==> src/spb_pkg.sv <==
// Shared types and constants for the sample pair batcher.
// No dependencies; used by every module of the block but spb_ram.
`default_nettype none

package spb_pkg;

  localparam int CODE_W  = 24;
  localparam int STAMP_W = 48;
  localparam int DMS_W   = 8;
  localparam int GAP_W   = 8;
  localparam int CHAN_W  = 4;
  localparam int CNT_W   = 6;
  localparam int DIFF_W  = 18;
  localparam int RECIP_W = 11;
  localparam int PROD_W  = DIFF_W + RECIP_W;
  localparam int QEST_W  = 9;
  localparam int ENTRY_W = 2 * CODE_W + DMS_W;

  localparam int RECIP_SHIFT = 20;
  localparam logic [RECIP_W-1:0] RECIP_MS  = 11'd1048;
  localparam logic [DIFF_W-1:0]  US_PER_MS = 18'd1000;
  localparam logic [GAP_W-1:0]   GAP_RESET = 8'd255;

  localparam logic              CMD_RESTART = 1'b1;
  localparam logic [CHAN_W-1:0] CHAN_0      = 4'd0;
  localparam logic [CHAN_W-1:0] CHAN_1      = 4'd1;

  localparam logic CAUSE_FULL = 1'b0;
  localparam logic CAUSE_GAP  = 1'b1;

  typedef struct packed {
    logic               bank;
    logic [CNT_W-1:0]   count;
    logic               cause;
    logic [STAMP_W-1:0] stamp;
  } flush_cmd_t;

  typedef struct packed {
    logic       valid;
    flush_cmd_t cmd;
  } flush_req_t;

  typedef struct packed {
    logic valid;
    logic bank;
  } bank_release_t;

endpackage

`default_nettype wire

==> src/sample_pair_batcher_core.sv <==
// Top level of the sample pair batcher: front end, flush queue, batch RAM, back end.
// Depends on spb_pkg, spb_front, spb_cmd_queue, spb_ram and spb_back.
//
// Usage: each input request is a conversion (channel, raw code, timestamp in us) or a
// restart. Codes of channels 0 and 1 are paired; pairs collect in a batch with the whole
// ms since batch start. A full batch, or one overtaken by the gap in cfg_wdata (written
// with cfg_we while idle), leaves on the out_ channel as a run of entries, last one marked.
// Input: a restart, a discarded channel or a conversion that completes no pair is taken
// while the front end stays in F_IDLE; one that completes a pair passes F_DIFF, F_MUL,
// F_CORR and F_WRITE, waiting in F_WRITE while the batch bank it goes into is still being
// drained (two banks alternate, so a stalled receiver blocks the input only once two
// batches wait). Output: the back end pops the flush request from the queue, reads the
// first entry from the RAM, loads the output register and offers it; each further entry
// is read once the one before is taken, the RAM read being registered ahead of the output register.
// When the receiver stalls, the output entry holds and the queue and banks absorb up to
// one further batch. Reset (rst_n low at a clock edge) clears the pairing flags, the batch,
// pending flushes and sets the gap limit to 255 ms; no clearing pass is needed.
`default_nettype none

module sample_pair_batcher_core #(
  parameter int BATCH_DEPTH = 8,
  parameter int TIME_BITS   = 48
) (
  input  wire logic                         clk,
  input  wire logic                         rst_n,
  input  wire logic                         in_valid,
  output logic                              in_ready,
  input  wire logic                         in_cmd,
  input  wire logic [spb_pkg::CHAN_W-1:0]   in_channel,
  input  wire logic [spb_pkg::CODE_W-1:0]   in_raw_code,
  input  wire logic [spb_pkg::STAMP_W-1:0]  in_now_us,
  output logic                              out_valid,
  input  wire logic                         out_ready,
  output logic      [spb_pkg::CODE_W-1:0]   out_ch0_code,
  output logic      [spb_pkg::CODE_W-1:0]   out_ch1_code,
  output logic      [spb_pkg::DMS_W-1:0]    out_delta_ms,
  output logic      [spb_pkg::STAMP_W-1:0]  out_start_time_us,
  output logic                              out_flush_cause,
  output logic                              out_last,
  input  wire logic                         cfg_we,
  input  wire logic [spb_pkg::GAP_W-1:0]    cfg_wdata
);

  localparam int IDX_W     = $clog2(BATCH_DEPTH);
  localparam int ADDR_W    = IDX_W + 1;
  localparam int RAM_DEPTH = 1 << ADDR_W;

  logic                          wr_en;
  logic [ADDR_W-1:0]             wr_addr;
  logic [spb_pkg::ENTRY_W-1:0]   wr_data;
  logic                          rd_en;
  logic [ADDR_W-1:0]             rd_addr;
  logic [spb_pkg::ENTRY_W-1:0]   rd_data;
  spb_pkg::flush_req_t           flush_req;
  spb_pkg::flush_cmd_t           q_head;
  logic                          q_not_empty;
  logic                          q_pop;
  spb_pkg::bank_release_t        release_bank;

  spb_front #(
    .BATCH_DEPTH (BATCH_DEPTH),
    .TIME_BITS   (TIME_BITS)
  ) u_front (
    .clk          (clk),
    .rst_n        (rst_n),
    .in_valid     (in_valid),
    .in_ready     (in_ready),
    .in_cmd       (in_cmd),
    .in_channel   (in_channel),
    .in_raw_code  (in_raw_code),
    .in_now_us    (in_now_us),
    .cfg_we       (cfg_we),
    .cfg_wdata    (cfg_wdata),
    .wr_en        (wr_en),
    .wr_addr      (wr_addr),
    .wr_data      (wr_data),
    .flush_req    (flush_req),
    .release_bank (release_bank)
  );

  spb_cmd_queue u_queue (
    .clk       (clk),
    .rst_n     (rst_n),
    .push      (flush_req),
    .pop       (q_pop),
    .head      (q_head),
    .not_empty (q_not_empty)
  );

  spb_ram #(
    .WIDTH (spb_pkg::ENTRY_W),
    .DEPTH (RAM_DEPTH)
  ) u_ram (
    .clk     (clk),
    .wr_en   (wr_en),
    .wr_addr (wr_addr),
    .wr_data (wr_data),
    .rd_en   (rd_en),
    .rd_addr (rd_addr),
    .rd_data (rd_data)
  );

  spb_back #(
    .BATCH_DEPTH (BATCH_DEPTH)
  ) u_back (
    .clk               (clk),
    .rst_n             (rst_n),
    .q_not_empty       (q_not_empty),
    .q_head            (q_head),
    .q_pop             (q_pop),
    .rd_en             (rd_en),
    .rd_addr           (rd_addr),
    .rd_data           (rd_data),
    .release_bank      (release_bank),
    .out_valid         (out_valid),
    .out_ready         (out_ready),
    .out_ch0_code      (out_ch0_code),
    .out_ch1_code      (out_ch1_code),
    .out_delta_ms      (out_delta_ms),
    .out_start_time_us (out_start_time_us),
    .out_flush_cause   (out_flush_cause),
    .out_last          (out_last)
  );

endmodule

`default_nettype wire

==> src/spb_ram.sv <==
// Generic single-write, single-read RAM with registered read data.
// No dependencies.
`default_nettype none

module spb_ram #(
  parameter int WIDTH = 56,
  parameter int DEPTH = 16,
  localparam int ADDR_W = $clog2(DEPTH)
) (
  input  wire logic              clk,
  input  wire logic              wr_en,
  input  wire logic [ADDR_W-1:0] wr_addr,
  input  wire logic [WIDTH-1:0]  wr_data,
  input  wire logic              rd_en,
  input  wire logic [ADDR_W-1:0] rd_addr,
  output logic      [WIDTH-1:0]  rd_data
);

  logic [WIDTH-1:0] mem_r [DEPTH];

  always_ff @(posedge clk) begin
    if (wr_en) begin
      mem_r[wr_addr] <= wr_data;
    end
    if (rd_en) begin
      rd_data <= mem_r[rd_addr];
    end
  end

endmodule

`default_nettype wire

==> src/spb_front.sv <==
// Front end: takes requests, pairs channel codes, times them and fills the batch banks.
// Depends on spb_pkg; drives spb_ram writes and pushes flush requests to spb_cmd_queue.
`default_nettype none

module spb_front #(
  parameter int BATCH_DEPTH = 8,
  parameter int TIME_BITS   = 48,
  localparam int IDX_W  = $clog2(BATCH_DEPTH),
  localparam int FILL_W = $clog2(BATCH_DEPTH + 1),
  localparam int ADDR_W = IDX_W + 1
) (
  input  wire logic                          clk,
  input  wire logic                          rst_n,
  input  wire logic                          in_valid,
  output logic                               in_ready,
  input  wire logic                          in_cmd,
  input  wire logic [spb_pkg::CHAN_W-1:0]    in_channel,
  input  wire logic [spb_pkg::CODE_W-1:0]    in_raw_code,
  input  wire logic [spb_pkg::STAMP_W-1:0]   in_now_us,
  input  wire logic                          cfg_we,
  input  wire logic [spb_pkg::GAP_W-1:0]     cfg_wdata,
  output logic                               wr_en,
  output logic      [ADDR_W-1:0]             wr_addr,
  output logic      [spb_pkg::ENTRY_W-1:0]   wr_data,
  output spb_pkg::flush_req_t                flush_req,
  input  wire spb_pkg::bank_release_t        release_bank
);

  typedef enum logic [2:0] {F_IDLE, F_DIFF, F_MUL, F_CORR, F_WRITE} front_state_t;

  function automatic logic [spb_pkg::DIFF_W-1:0] gap_to_thresh(
    input logic [spb_pkg::GAP_W-1:0] gap
  );
    return (spb_pkg::DIFF_W'(gap) + spb_pkg::DIFF_W'(1)) * spb_pkg::US_PER_MS;
  endfunction

  front_state_t                   state_r;
  logic [1:0]                     flags_r;
  logic [1:0]                     flags_set;
  logic [spb_pkg::CODE_W-1:0]     held0_r;
  logic [spb_pkg::CODE_W-1:0]     held1_r;
  logic [FILL_W-1:0]              fill_r;
  logic                           bank_r;
  logic [1:0]                     busy_r;
  logic [1:0]                     busy_nxt;
  logic [spb_pkg::DIFF_W-1:0]     thresh_r;
  logic [TIME_BITS-1:0]           start_r;
  logic [TIME_BITS-1:0]           now_r;
  logic [TIME_BITS-1:0]           now_t;
  logic [TIME_BITS-1:0]           start_eff;
  logic [TIME_BITS-1:0]           diff;
  logic                           over_now;
  logic [spb_pkg::DIFF_W-1:0]     diff_lo_r;
  logic                           over_r;
  logic [spb_pkg::PROD_W-1:0]     prod_r;
  logic [spb_pkg::QEST_W-1:0]     q_est;
  logic [spb_pkg::DIFF_W-1:0]     rem;
  logic [spb_pkg::DMS_W-1:0]      dms_calc;
  logic [spb_pkg::DMS_W-1:0]      dms_r;
  logic                           accept;
  logic                           bank_free;
  logic                           batch_full;

  assign now_t      = TIME_BITS'(in_now_us);
  assign in_ready   = (state_r == F_IDLE);
  assign accept     = in_valid && in_ready;
  assign bank_free  = !busy_r[bank_r];
  assign batch_full = (fill_r == FILL_W'(BATCH_DEPTH - 1));

  always_comb begin
    flags_set = flags_r;
    if (in_channel == spb_pkg::CHAN_0) begin
      flags_set[0] = 1'b1;
    end else if (in_channel == spb_pkg::CHAN_1) begin
      flags_set[1] = 1'b1;
    end
  end

  // Elapsed time; only the low bits matter unless the gap is exceeded
  assign start_eff = (fill_r == '0) ? now_r : start_r;
  assign diff      = now_r - start_eff;
  assign over_now  = (|diff[TIME_BITS-1:spb_pkg::DIFF_W]) ||
                     (diff[spb_pkg::DIFF_W-1:0] >= thresh_r);

  // Reciprocal estimate is low by at most one
  assign q_est    = prod_r[spb_pkg::RECIP_SHIFT +: spb_pkg::QEST_W];
  assign rem      = diff_lo_r - spb_pkg::DIFF_W'(q_est) * spb_pkg::US_PER_MS;
  assign dms_calc = (rem >= spb_pkg::US_PER_MS) ?
                    spb_pkg::DMS_W'(q_est) + spb_pkg::DMS_W'(1) : spb_pkg::DMS_W'(q_est);

  assign wr_en   = (state_r == F_WRITE) && bank_free;
  assign wr_addr = {bank_r, fill_r[IDX_W-1:0]};
  assign wr_data = {held0_r, held1_r, dms_r};

  always_comb begin
    flush_req           = '0;
    flush_req.cmd.bank  = bank_r;
    flush_req.cmd.stamp = spb_pkg::STAMP_W'(start_r);
    if (state_r == F_CORR && over_r) begin
      flush_req.valid     = 1'b1;
      flush_req.cmd.count = spb_pkg::CNT_W'(fill_r);
      flush_req.cmd.cause = spb_pkg::CAUSE_GAP;
    end else if (wr_en && batch_full) begin
      flush_req.valid     = 1'b1;
      flush_req.cmd.count = spb_pkg::CNT_W'(BATCH_DEPTH);
      flush_req.cmd.cause = spb_pkg::CAUSE_FULL;
    end
  end

  always_comb begin
    busy_nxt = busy_r;
    if (release_bank.valid) begin
      busy_nxt[release_bank.bank] = 1'b0;
    end
    if (flush_req.valid) begin
      busy_nxt[flush_req.cmd.bank] = 1'b1;
    end
  end

  always_ff @(posedge clk) begin
    if (!rst_n) begin
      state_r  <= F_IDLE;
      flags_r  <= '0;
      held0_r  <= '0;
      held1_r  <= '0;
      fill_r   <= '0;
      bank_r   <= 1'b0;
      busy_r   <= '0;
      thresh_r <= gap_to_thresh(spb_pkg::GAP_RESET);
      start_r  <= '0;
    end else begin
      busy_r <= busy_nxt;
      if (cfg_we) begin
        thresh_r <= gap_to_thresh(cfg_wdata);
      end
      case (state_r)
        F_IDLE: begin
          if (accept) begin
            if (in_cmd == spb_pkg::CMD_RESTART) begin
              flags_r <= '0;
              fill_r  <= '0;
            end else begin
              if (in_channel == spb_pkg::CHAN_0) begin
                held0_r <= in_raw_code;
              end else if (in_channel == spb_pkg::CHAN_1) begin
                held1_r <= in_raw_code;
              end
              if (flags_set == 2'b11) begin
                flags_r <= '0;
                now_r   <= now_t;
                state_r <= F_DIFF;
              end else begin
                flags_r <= flags_set;
              end
            end
          end
        end
        F_DIFF: begin
          start_r   <= start_eff;
          diff_lo_r <= diff[spb_pkg::DIFF_W-1:0];
          over_r    <= over_now && (fill_r != '0);
          state_r   <= F_MUL;
        end
        F_MUL: begin
          prod_r  <= spb_pkg::PROD_W'(diff_lo_r) * spb_pkg::PROD_W'(spb_pkg::RECIP_MS);
          state_r <= F_CORR;
        end
        F_CORR: begin
          if (over_r) begin
            fill_r  <= '0;
            bank_r  <= ~bank_r;
            start_r <= now_r;
            dms_r   <= '0;
          end else begin
            dms_r <= dms_calc;
          end
          state_r <= F_WRITE;
        end
        F_WRITE: begin
          if (bank_free) begin
            if (batch_full) begin
              fill_r <= '0;
              bank_r <= ~bank_r;
            end else begin
              fill_r <= fill_r + FILL_W'(1);
            end
            state_r <= F_IDLE;
          end
        end
        default: begin
          state_r <= F_IDLE;
        end
      endcase
    end
  end

endmodule

`default_nettype wire

==> src/spb_cmd_queue.sv <==
// Two-entry queue of flush requests between front and back end.
// Depends on spb_pkg.
`default_nettype none

module spb_cmd_queue (
  input  wire logic                clk,
  input  wire logic                rst_n,
  input  wire spb_pkg::flush_req_t push,
  input  wire logic                pop,
  output spb_pkg::flush_cmd_t      head,
  output logic                     not_empty
);

  spb_pkg::flush_cmd_t mem_r [2];
  logic                wr_ptr_r;
  logic                rd_ptr_r;
  logic [1:0]          count_r;
  logic                do_push;
  logic                do_pop;

  assign not_empty = (count_r != 2'd0);
  assign head      = mem_r[rd_ptr_r];
  assign do_push   = push.valid && (count_r != 2'd2);
  assign do_pop    = pop && not_empty;

  always_ff @(posedge clk) begin
    if (!rst_n) begin
      wr_ptr_r <= 1'b0;
      rd_ptr_r <= 1'b0;
      count_r  <= 2'd0;
    end else begin
      if (do_push) begin
        mem_r[wr_ptr_r] <= push.cmd;
        wr_ptr_r        <= ~wr_ptr_r;
      end
      if (do_pop) begin
        rd_ptr_r <= ~rd_ptr_r;
      end
      case ({do_push, do_pop})
        2'b10:   count_r <= count_r + 2'd1;
        2'b01:   count_r <= count_r - 2'd1;
        default: count_r <= count_r;
      endcase
    end
  end

endmodule

`default_nettype wire

==> src/spb_back.sv <==
// Back end: drains a flushed bank from the RAM as a run of output entries.
// Depends on spb_pkg; reads spb_ram and pops spb_cmd_queue.
`default_nettype none

module spb_back #(
  parameter int BATCH_DEPTH = 8,
  localparam int IDX_W  = $clog2(BATCH_DEPTH),
  localparam int ADDR_W = IDX_W + 1
) (
  input  wire logic                         clk,
  input  wire logic                         rst_n,
  input  wire logic                         q_not_empty,
  input  wire spb_pkg::flush_cmd_t          q_head,
  output logic                              q_pop,
  output logic                              rd_en,
  output logic      [ADDR_W-1:0]            rd_addr,
  input  wire logic [spb_pkg::ENTRY_W-1:0]  rd_data,
  output spb_pkg::bank_release_t            release_bank,
  output logic                              out_valid,
  input  wire logic                         out_ready,
  output logic      [spb_pkg::CODE_W-1:0]   out_ch0_code,
  output logic      [spb_pkg::CODE_W-1:0]   out_ch1_code,
  output logic      [spb_pkg::DMS_W-1:0]    out_delta_ms,
  output logic      [spb_pkg::STAMP_W-1:0]  out_start_time_us,
  output logic                              out_flush_cause,
  output logic                              out_last
);

  typedef enum logic [1:0] {B_IDLE, B_LOAD, B_HOLD} back_state_t;

  back_state_t         state_r;
  spb_pkg::flush_cmd_t cmd_r;
  logic [IDX_W-1:0]    idx_r;
  logic                entry_last;
  logic                taken;

  assign taken      = (state_r == B_HOLD) && out_ready;
  assign q_pop      = (state_r == B_IDLE) && q_not_empty;
  assign rd_en      = q_pop || (taken && !out_last);
  assign rd_addr    = (state_r == B_IDLE) ? {q_head.bank, IDX_W'(0)}
                                          : {cmd_r.bank, idx_r + IDX_W'(1)};
  assign entry_last = ((spb_pkg::CNT_W'(idx_r) + spb_pkg::CNT_W'(1)) == cmd_r.count);

  assign release_bank.valid = taken && out_last;
  assign release_bank.bank  = cmd_r.bank;

  always_ff @(posedge clk) begin
    if (!rst_n) begin
      state_r   <= B_IDLE;
      out_valid <= 1'b0;
    end else begin
      case (state_r)
        B_IDLE: begin
          if (q_not_empty) begin
            cmd_r   <= q_head;
            idx_r   <= '0;
            state_r <= B_LOAD;
          end
        end
        B_LOAD: begin
          {out_ch0_code, out_ch1_code, out_delta_ms} <= rd_data;
          out_start_time_us <= cmd_r.stamp;
          out_flush_cause   <= cmd_r.cause;
          out_last          <= entry_last;
          out_valid         <= 1'b1;
          state_r           <= B_HOLD;
        end
        B_HOLD: begin
          if (out_ready) begin
            out_valid <= 1'b0;
            if (out_last) begin
              state_r <= B_IDLE;
            end else begin
              idx_r   <= idx_r + IDX_W'(1);
              state_r <= B_LOAD;
            end
          end
        end
        default: begin
          state_r <= B_IDLE;
        end
      endcase
    end
  end

endmodule

`default_nettype wire

==> config.mk <==
export PLATFORM = sky130hd
export DESIGN_NAME = sample_pair_batcher_core
export DESIGN_NICKNAME = d
export VERILOG_FILES = /design/src/spb_pkg.sv /design/src/sample_pair_batcher_core.sv /design/src/spb_ram.sv /design/src/spb_front.sv /design/src/spb_cmd_queue.sv /design/src/spb_back.sv
export SDC_FILE = /design/constraint.sdc
export NUM_CORES = 2
export LEC_CHECK = 0
export ABC_AREA = 1
export ABC_CLOCK_PERIOD_IN_PS = 8850
export BUFFER_PORTS_ARGS = -buffer_cell sky130_fd_sc_hd__buf_2
export CORE_MARGIN = 2
export CORE_UTILIZATION = 62
export CTS_CLUSTER_DIAMETER = 150
export DETAILED_ROUTE_END_ITERATION = 8
export GPL_TIMING_DRIVEN = 1
export PLACE_DENSITY_LB_ADDON = 0.25
export SYNTH_ARGS = -nofsm -noshare
export SYNTH_HDL_FRONTEND = slang
export SYNTH_SLANG_ARGS = --single-unit
==> constraint.sdc <==
create_clock -name clk -period 8.85 [get_ports clk]
set_input_delay 1.77 -clock clk [delete_from_list [all_inputs] [get_ports clk]]
set_output_delay 1.77 -clock clk [all_outputs]
set_load 0.02 [all_outputs]
==> results.yml <==
setup_path:
  worst-setup-path-type: "flop to flop"
  start_kind: "flop"
  r2r_start: "u_front.prod_r[20]"
  endpoint_kind: "flop"
  rr_endpoint: "u_front.dms_r[7]"
  r2r_slack_ps: 2920
  crit_arrival_ps: 6450
  cp.required_ps: 9370
  reg2reg_depth: 25
  cp_max_fo: 15
power:
  power_frac_comb_pct: 18.7
  power.density_nw_per_um2: 242
  power.leakage_uw: 0.0266
  pwr-share-clk_pct: 35.8
  p_sw_share_pct: 28.5
  p_sw_uw: 4910
  vdd_drop_max_mv: 0.201
  intPower_uw: 12300
  share_seq_of_total_power_pct: 45.5
status:
  status: "finished clean"
synth:
  dominantRegCellSynth: "edfxtp_1"
  synth_top_family_by_area: "simple AND/OR/NAND/NOR gates"
  post-synth-top-area-cell: "edfxtp_1"
  seq_area_frac_synth_pct: 65.6
  synth_simple_gate_area_share_pct: 12.4
  synth_warnings: 0
  synth_async_sr_flop_share_pct: 0
  syn_inst: 5531
  yosys-mux-area-fraction_pct: 0.952
  synth_compound_area_share_pct: 9.36
  yosysUniqueCellTypes: 53
  syn-num-nets: 5890
  synth_top_area_share_pct: 61.5
  synth-edff-count: 1307
  synthXorXnorAreaFrac_pct: 0.905
  synth_area_per_cell_sq_um: 11.5
  ys_seq_elements: 1438
  synth_fa_ha_area_share_pct: 6.01
  synthTopCellsByArea: "edfxtp_1, nor2_1, dfxtp_1"
  syn_area_sq_um: 63800
timing:
  finClkSkew_ps: 30.0
  tns_ps: 0
  worstMarginPinSlew_ps: 1430
  slew_headroom_pct: 4.79
  setup_ws_ps: 2920
  post-route-period-util_pct: 67.0
  rsz0062_at_grt: "no"
  slew_violations: 0
  final-hold-violation-count: 0
  timing.final.crit_period_ps: 5930
  fmax_ghz: 0.169
  setup_viol: 0
job:
  maxCapViolations: 0
grt:
  antenna_found_initial: 3
  grt_pass1_vias: 42000
  grt_pass1_wl_um: 246000
  grt_max_degree: 249
  grt_use_total_pct: 30.6
  overflow: 0
routing:
  drt_iter0_drc: 5201
  drt.antenna.violating_nets: 0
  drc_errors: 0
  dr_total_vias: 43100
  wl_per_cell_um: 22.7
  drt_pre_antenna_iters: 8
  finalWirelength_um: 163000
  via_per_inst: 6.01
finish:
  fin_cells: 7175
  mostFrequentLayoutCell: "edfxtp_1"
  final_net_count: 6046
  drive_above_1_share_pct: 10.3
  antenna_cells: 0
  area_delta_synth_final_pct: 11.2
  final_cell_mix: "edfxtp_1, nor2_1, nand2_1"
cts:
  cts_root_buf: "clkbuf_16"
  cts_buffers: 144
  postCtsSetupRepairBufs: 0
  cts_num_sinks: 1438
  ctsHoldBuffers: 0
  cts_tree: "done"
  clock_path_buffers: 3
  post_cts_resized: 0
  insertion_delay_ps: 770
  path_clk_slew_ps: 60
  h-tree-depth: 4
worst_hold_path:
  worstHoldEndpoint: "u_back.out_start_time_us[38]"
  holdPathStages: 0
  hold_class: "flop to flop"
  hp-start: "u_back.cmd_r[38]"
placed_design:
  portBuffers: 197
  place_congestion: 0.939
  hpwl_um: 93600
  pre_cts_ws_ps: 2250
  dp.cells: 6909
die:
  die_y_um: 325
  start_util_pct: 62.7
  die_w_um: 325
  placement_rows: 117
  fp.dieArea_sq_um: 106000
  boundaryPins: 198
  core_sq_um: 102000
## worst max-delay path, stage by stage, from the launching register on
cell and delay, ps:
edfxtp_1 610, fa_1 680, xor2_1 190, ha_1 260
inv_1 70, fa_1 440, fa_1 510, inv_1 40
ha_1 360, nand2_1 60, o21ai_0 350, a21oi_1 120
nor2_1 110, nor2_1 60, xor2_1 150, ha_1 340
inv_1 70, o21ai_0 240, a21oi_1 80, o21ai_2 100
xor2_1 160, nand2_1 80, nor2_2 140, nand3_4 200
a21oi_1 210, nor2_1 60
## layer usage
layer  part of all wire, %  track usage, %  vias to the layer above
met2                    48            50.6                     2119
met5                 0.014               0                        -
met3                   7.9            4.82                      349
met1                    39            40.5                    20900
li1                      -               -                    19700
met4                   4.3            13.5                        4
## worst max-delay path by stage
| stage | start | endpoint | slack (ps) |
|---|---|---|---|
| 2_1_floorplan | rst_n | u_back.out_ch0_code[0] | 1860 |
| 3_5_place_dp | cfg_wdata[0] | u_front.thresh_r[15] | 2250 |
| 3_3_place_gp | cfg_wdata[0] | u_front.thresh_r[15] | 2310 |
| 4_1_cts | u_front.prod_r[20] | u_front.dms_r[7] | 2930 |
| 6_report | u_front.prod_r[20] | u_front.dms_r[7] | 2920 |
| 5_1_grt | u_front.prod_r[20] | u_front.dms_r[0] | 2420 |
## kinds of logic (layout without fill, tap and decap cells)
| group | after synthesis | in the layout |
|---|---|---|
| flip-flops | 1438 | 1438 |
| adder cells (fa/ha/maj) | 269 | 269 |
| multiplexers | 54 | 54 |
| AO/OA/AOI/OAI | 952 | 952 |
| XOR/XNOR | 66 | 66 |
| buffers and inverters | 786 | 1062 |
| AND/OR/NAND/NOR | 1966 | 1966 |
## sequential cells by signal, indices dropped and copies added (netlist names), 4 cells and up, named ones only
register                  flops
u_front.start_r              48
u_front.dms_r                 8
u_ram.rd_data                56
u_back.out_delta_ms           8
u_front.held0_r              24
u_front.now_r                48
u_ram.mem_r                 896
u_back.out_start_time_us     48
u_front.prod_r                9
u_front.held1_r              24
u_front.diff_lo_r            18
u_back.out_ch1_code          24
u_front.thresh_r             15
u_front.fill_r                4
u_queue.mem_r               108
u_back.cmd_r                 53
u_back.out_ch0_code          24
## power groups by stage
stage          Combinational (uW)  Sequential (uW)  Clock (uW)
2_1_floorplan                2110             7990           0
3_3_place_gp                 3100             7960           0
3_5_place_dp                 3160             7970           0
4_1_cts                      3190             7830        6220
5_1_grt                      3550             7840        6490
6_report                     3210             7820        6170
## through the flow
step	power, uW	util, %	instance area (sq um)	hold WS [ps]
floorplan	10100	-	63900	400
global placement	11100	64.9	66200	401
detailed placement	11100	64.9	66200	405
CTS	17200	69.7	71000	416
global route	17900	69.7	71000	422
finish	17200	69.7	71000	411
## synth_stat cells (11+ instances only)
cell	count
fa_1	63
o211ai_1	87
nand4_1	22
clkbuf_1	136
ha_1	206
o32ai_1	21
nor2_1	1062
nand2_1	627
xnor2_1	17
mux2_2	54
xor2_1	49
edfxtp_1	1307
nand3_1	181
o311ai_1	30
dfxtp_1	131
nor3_1	18
nor2_2	13
or2_2	11
o21ai_0	363
inv_1	532
o311ai_0	174
o21ai_1	25
o21bai_1	12
buf_1	11
buf_2	87
a21oi_1	198
## final cells by class
class                   count  area, sq um
well taps                1368         1710
clock inverters            51          691
multi-input cells        3307        19100
fillers                  7124        30900
clock buffers             215         4150
flip-flops and latches   1438        41900
repair buffers            251         1420
inverters                 545         2060
Power figures use the tool's default switching activity.
